<file path="config.mk">
export PLATFORM = sky130hd
export DESIGN_NAME = ras_ram
export DESIGN_NICKNAME = d
export VERILOG_FILES = /design/src/sv/ras_ram.sv
export SDC_FILE = /design/constraint.sdc
export NUM_CORES = 1
export LEC_CHECK = 0
export BUFFER_PORTS_ARGS = -buffer_cell sky130_fd_sc_hd__buf_2
export CAP_MARGIN = 20
export CORE_MARGIN = 4
export CORE_UTILIZATION = 55
export CTS_CLUSTER_DIAMETER = 30
export DETAILED_ROUTE_END_ITERATION = 7
export PLACE_DENSITY = 0.72
export SLEW_MARGIN = 20
export SYNTH_ARGS = -nofsm -noshare
export SYNTH_HDL_FRONTEND = slang
export SYNTH_SLANG_ARGS = --single-unit
</file>
<file path="constraint.sdc">
create_clock -name clk -period 5.15 [get_ports clk]
set_clock_uncertainty 0.1 [all_clocks]
set_input_delay 0.7725 -clock clk [delete_from_list [all_inputs] [get_ports clk]]
set_output_delay 0.7725 -clock clk [all_outputs]
set_load 0.05 [all_outputs]
</file>
<file path="src/sv/ras_ram.sv">
module ras_ram #(
  parameter int WIDTH = 32,
  parameter int DEPTH = 16
) (
  input  logic                     clk,
  input  logic                     we,
  input  logic [$clog2(DEPTH)-1:0] waddr,
  input  logic [WIDTH-1:0]         wdata,
  input  logic [$clog2(DEPTH)-1:0] raddr,
  output logic [WIDTH-1:0]         rdata
);
  logic [WIDTH-1:0] mem [DEPTH];

  // write-first: a read of the entry being written returns the new word
  always_ff @(posedge clk) begin
    if (we) begin
      mem[waddr] <= wdata;
    end
    rdata <= (we && waddr == raddr) ? wdata : mem[raddr];
  end
endmodule

</file>
==> run_results.csv <==
group,metric,value,unit
clock_tree,cts_tree,"yes",
drt,drc,0,
floorplan,dieArea,38100,µm²
drt,first_iter_violations,904,
cells_and_area,drive_gt1_frac,0.390,
timing,tns,0,ns
setup_path,crit_fanout,66,
cells_and_area,nNetsFinal,1002,
synthesis,ys_ff_latch,516,
clock_tree,htree_num_levels,3,
timing,post-route-period-util,0.742,
place,io_buffers,73,
global_route,antenna_found_initial,5,
setup_path,required,4.28,ns
timing,min_period,3.82,ns
place,hpwl,22.1,mm
clock_tree,clkTransAtPathRegs,0.05,ns
power,power.leakage,7.73,nW
setup_path,arrival,2.95,ns
setup_path,slowest_stage,"dfxtp_4",
hold_path,hold_path_class,"primary input to flip-flop",
setup_path,critPathCaptureType,"primary output",
clock_tree,cts_made_buffers,88,
power,power_density,475,nW/µm²
timing,rsz0062_at_grt,"false",
synthesis,yosysSeqAreaShare,0.801,
outcome,run_status,"finished, final reports clean",
synthesis,yosys.area.top_type,"edfxtp_1",
clock_tree,cts_root_buf,"clkbuf_16",
setup_path,crit_chain,"buf_4, mux4_2, a22oi_1, nand2_1, buf_2",
synthesis,syn_nets,852,
drt,postRouteAntennaNets,0,
global_route,grt_pass1_wl,63.3,mm
hold_path,min_path_cells,1,
floorplan,rows,68,
synthesis,syn_area_per_cell,23.8,µm²
clock_tree,cts.sinks,516,
setup_path,criticalPathCategory,"flip-flop to primary output",
floorplan,core_area,34500,µm²
clock_tree,post-cts-setup-buffers,0,
floorplan,die_w,195,µm
synthesis,syn_inst,810,
hold_path,holdCritStartpoint,"raddr[3]",
clock_tree,cts_resized,0,
setup_path,start_kind,"flip-flop",
drt,wire_per_inst,28.5,µm
global_route,grt_pass1_vias,9687,
cells_and_area,diodes,0,
power,power,0.0111,W
cells_and_area,areaGrowthSynthToFinish,21.7,%
drt,vias,9258,
cells_and_area,largest_reg_flops,512,
synthesis,synth_area,19300,µm²
setup_path,max_stage_delay,0.99,ns
drt,firstDrtPassIters,5,
cells_and_area,reg_top3,"mem: 512 flops",
floorplan,die_h,195,µm
synthesis,ys_top_cells_by_area,"edfxtp_1 80%, mux4_2 15%, a22oi_1 2.5%, nand2_1 0.64%, buf_4 0.43%",
drt,vias_per_cell,6.23,
floorplan,initial_core_util,0.559,
global_route,grt_usage,0.227,
clock_tree,clock_path_buffers,3,
clock_tree,holdBufCountCts,0,
power,peakVddDrop,0.000303,V
timing,timing.fmax,262,MHz
synthesis,synth_top_area_frac,0.797,
global_route,overflow,0,
timing,setup_viol,0,
drt,wl,42.4,mm
setup_path,path_buf_inv,2,
job,maxCapViolCount,0,
synthesis,ys_warn_count,0,
cells_and_area,fin_area,23500,µm²
cells_and_area,final_util,0.680,
timing,maxSlewViolCount,0,
timing,worst_pin_slew,1.06,ns
synthesis,synth_cell_type_count,18,
place,gp_congestion,0.718,
setup_path,cp_top_family,"flip-flops",
floorplan,pin_count,74,
cells_and_area,largest_register,"mem",
global_route,grt_start_max_net_pins,67,
place,place_area,20400,µm²
timing,hold_viol,0,
timing,max_slew_margin,0.295,
==> where the power goes <==
group | total [W] | internal [W] | switching, W
registers | 0.00475 | 0.00471 | 0.0000385
clock network | 0.00588 | 0.00387 | 0.00201
logic | 0.000516 | 0.000180 | 0.000336
total | 0.0111 | 0.00876 | 0.00238
==> cells in the mapped netlist <==
cell	n
buf_1	9
nor2_1	13
buf_2	4
nand3b_1	2
dfxtp_1	4
nor3_1	4
clkbuf_1	17
edfxtp_1	512
buf_6	2
nand2b_1	2
nand3_1	1
buf_4	11
nand2_1	33
a22oi_1	64
and2_1	1
or3b_2	1
mux4_2	128
nor2b_1	2
==> worst max-delay path by stage <==
stage,endpoint,cells past startpoint
floorplan,mem[0][0],2
global placement,rdata[4],5
detailed placement,rdata[4],5
CTS,rdata[3],5
global route,rdata[31],5
finish,rdata[4],5
==> logic make-up after synthesis <==
| kind of cell | share of synthesized area |
|---|---|
| AO/OA/AOI/OAI | 0.0249 |
| buffers and inverters | 0.0115 |
| flip-flops | 0.801 |
| multiplexers | 0.149 |
| AND/OR/NAND/NOR | 0.0131 |
==> area by class of cell <==
cell class	count	area (µm²)
Clock buffer	98	2320
Clock inverter	64	718
Fill cell	2097	11100
Multi-Input combinational cell	251	3760
Sequential cell	516	15500
Tap cell	455	569
Timing Repair Buffer	103	653
==> placed cells by master, fill, tap and decap left out, types with 2 or more instances in the layout <==
cell type / netlist / layout
a22oi_1: 64 / 64
buf_12: 0 / 5
buf_2: 4 / 73
buf_4: 11 / 25
bufinv_16: 0 / 12
clkbuf_1: 17 / 6
clkbuf_16: 0 / 92
clkinv_1: 0 / 8
clkinv_2: 0 / 16
clkinv_4: 0 / 7
clkinvlp_4: 0 / 12
dfxtp_1: 4 / 2
dfxtp_4: 0 / 2
edfxtp_1: 512 / 512
inv_6: 0 / 4
inv_8: 0 / 4
mux4_2: 128 / 128
nand2_1: 33 / 33
nand2b_1: 2 / 2
nand3b_1: 2 / 2
nor2_4: 0 / 13
nor2b_4: 0 / 2
nor3_2: 0 / 3
==> routing by layer <==
| layer | vias to the layer above | global-route usage | part of all wire |
|---|---|---|---|
| li1 | 3830 | - | - |
| met1 | 4907 | 0.320 | 0.40 |
| met2 | 429 | 0.360 | 0.50 |
| met3 | 82 | 0.0616 | 0.082 |
| met4 | 10 | 0.0600 | 0.018 |
| met5 | - | 0 | 0.0014 |
==> metrics by stage <==
step / cells / hold slack (ns) / worst slack, ns
3_5_place_dp: 1325 / 0.778 / 1.89
5_1_grt: 1487 / 0.171 / 1.18
2_1_floorplan: 810 / 0.700 / 1.10
3_3_place_gp: 1324 / 0.775 / 1.89
6_report: 1487 / 0.192 / 1.33
4_1_cts: 1487 / 0.163 / 1.27
(Power assumes the default switching activity.)
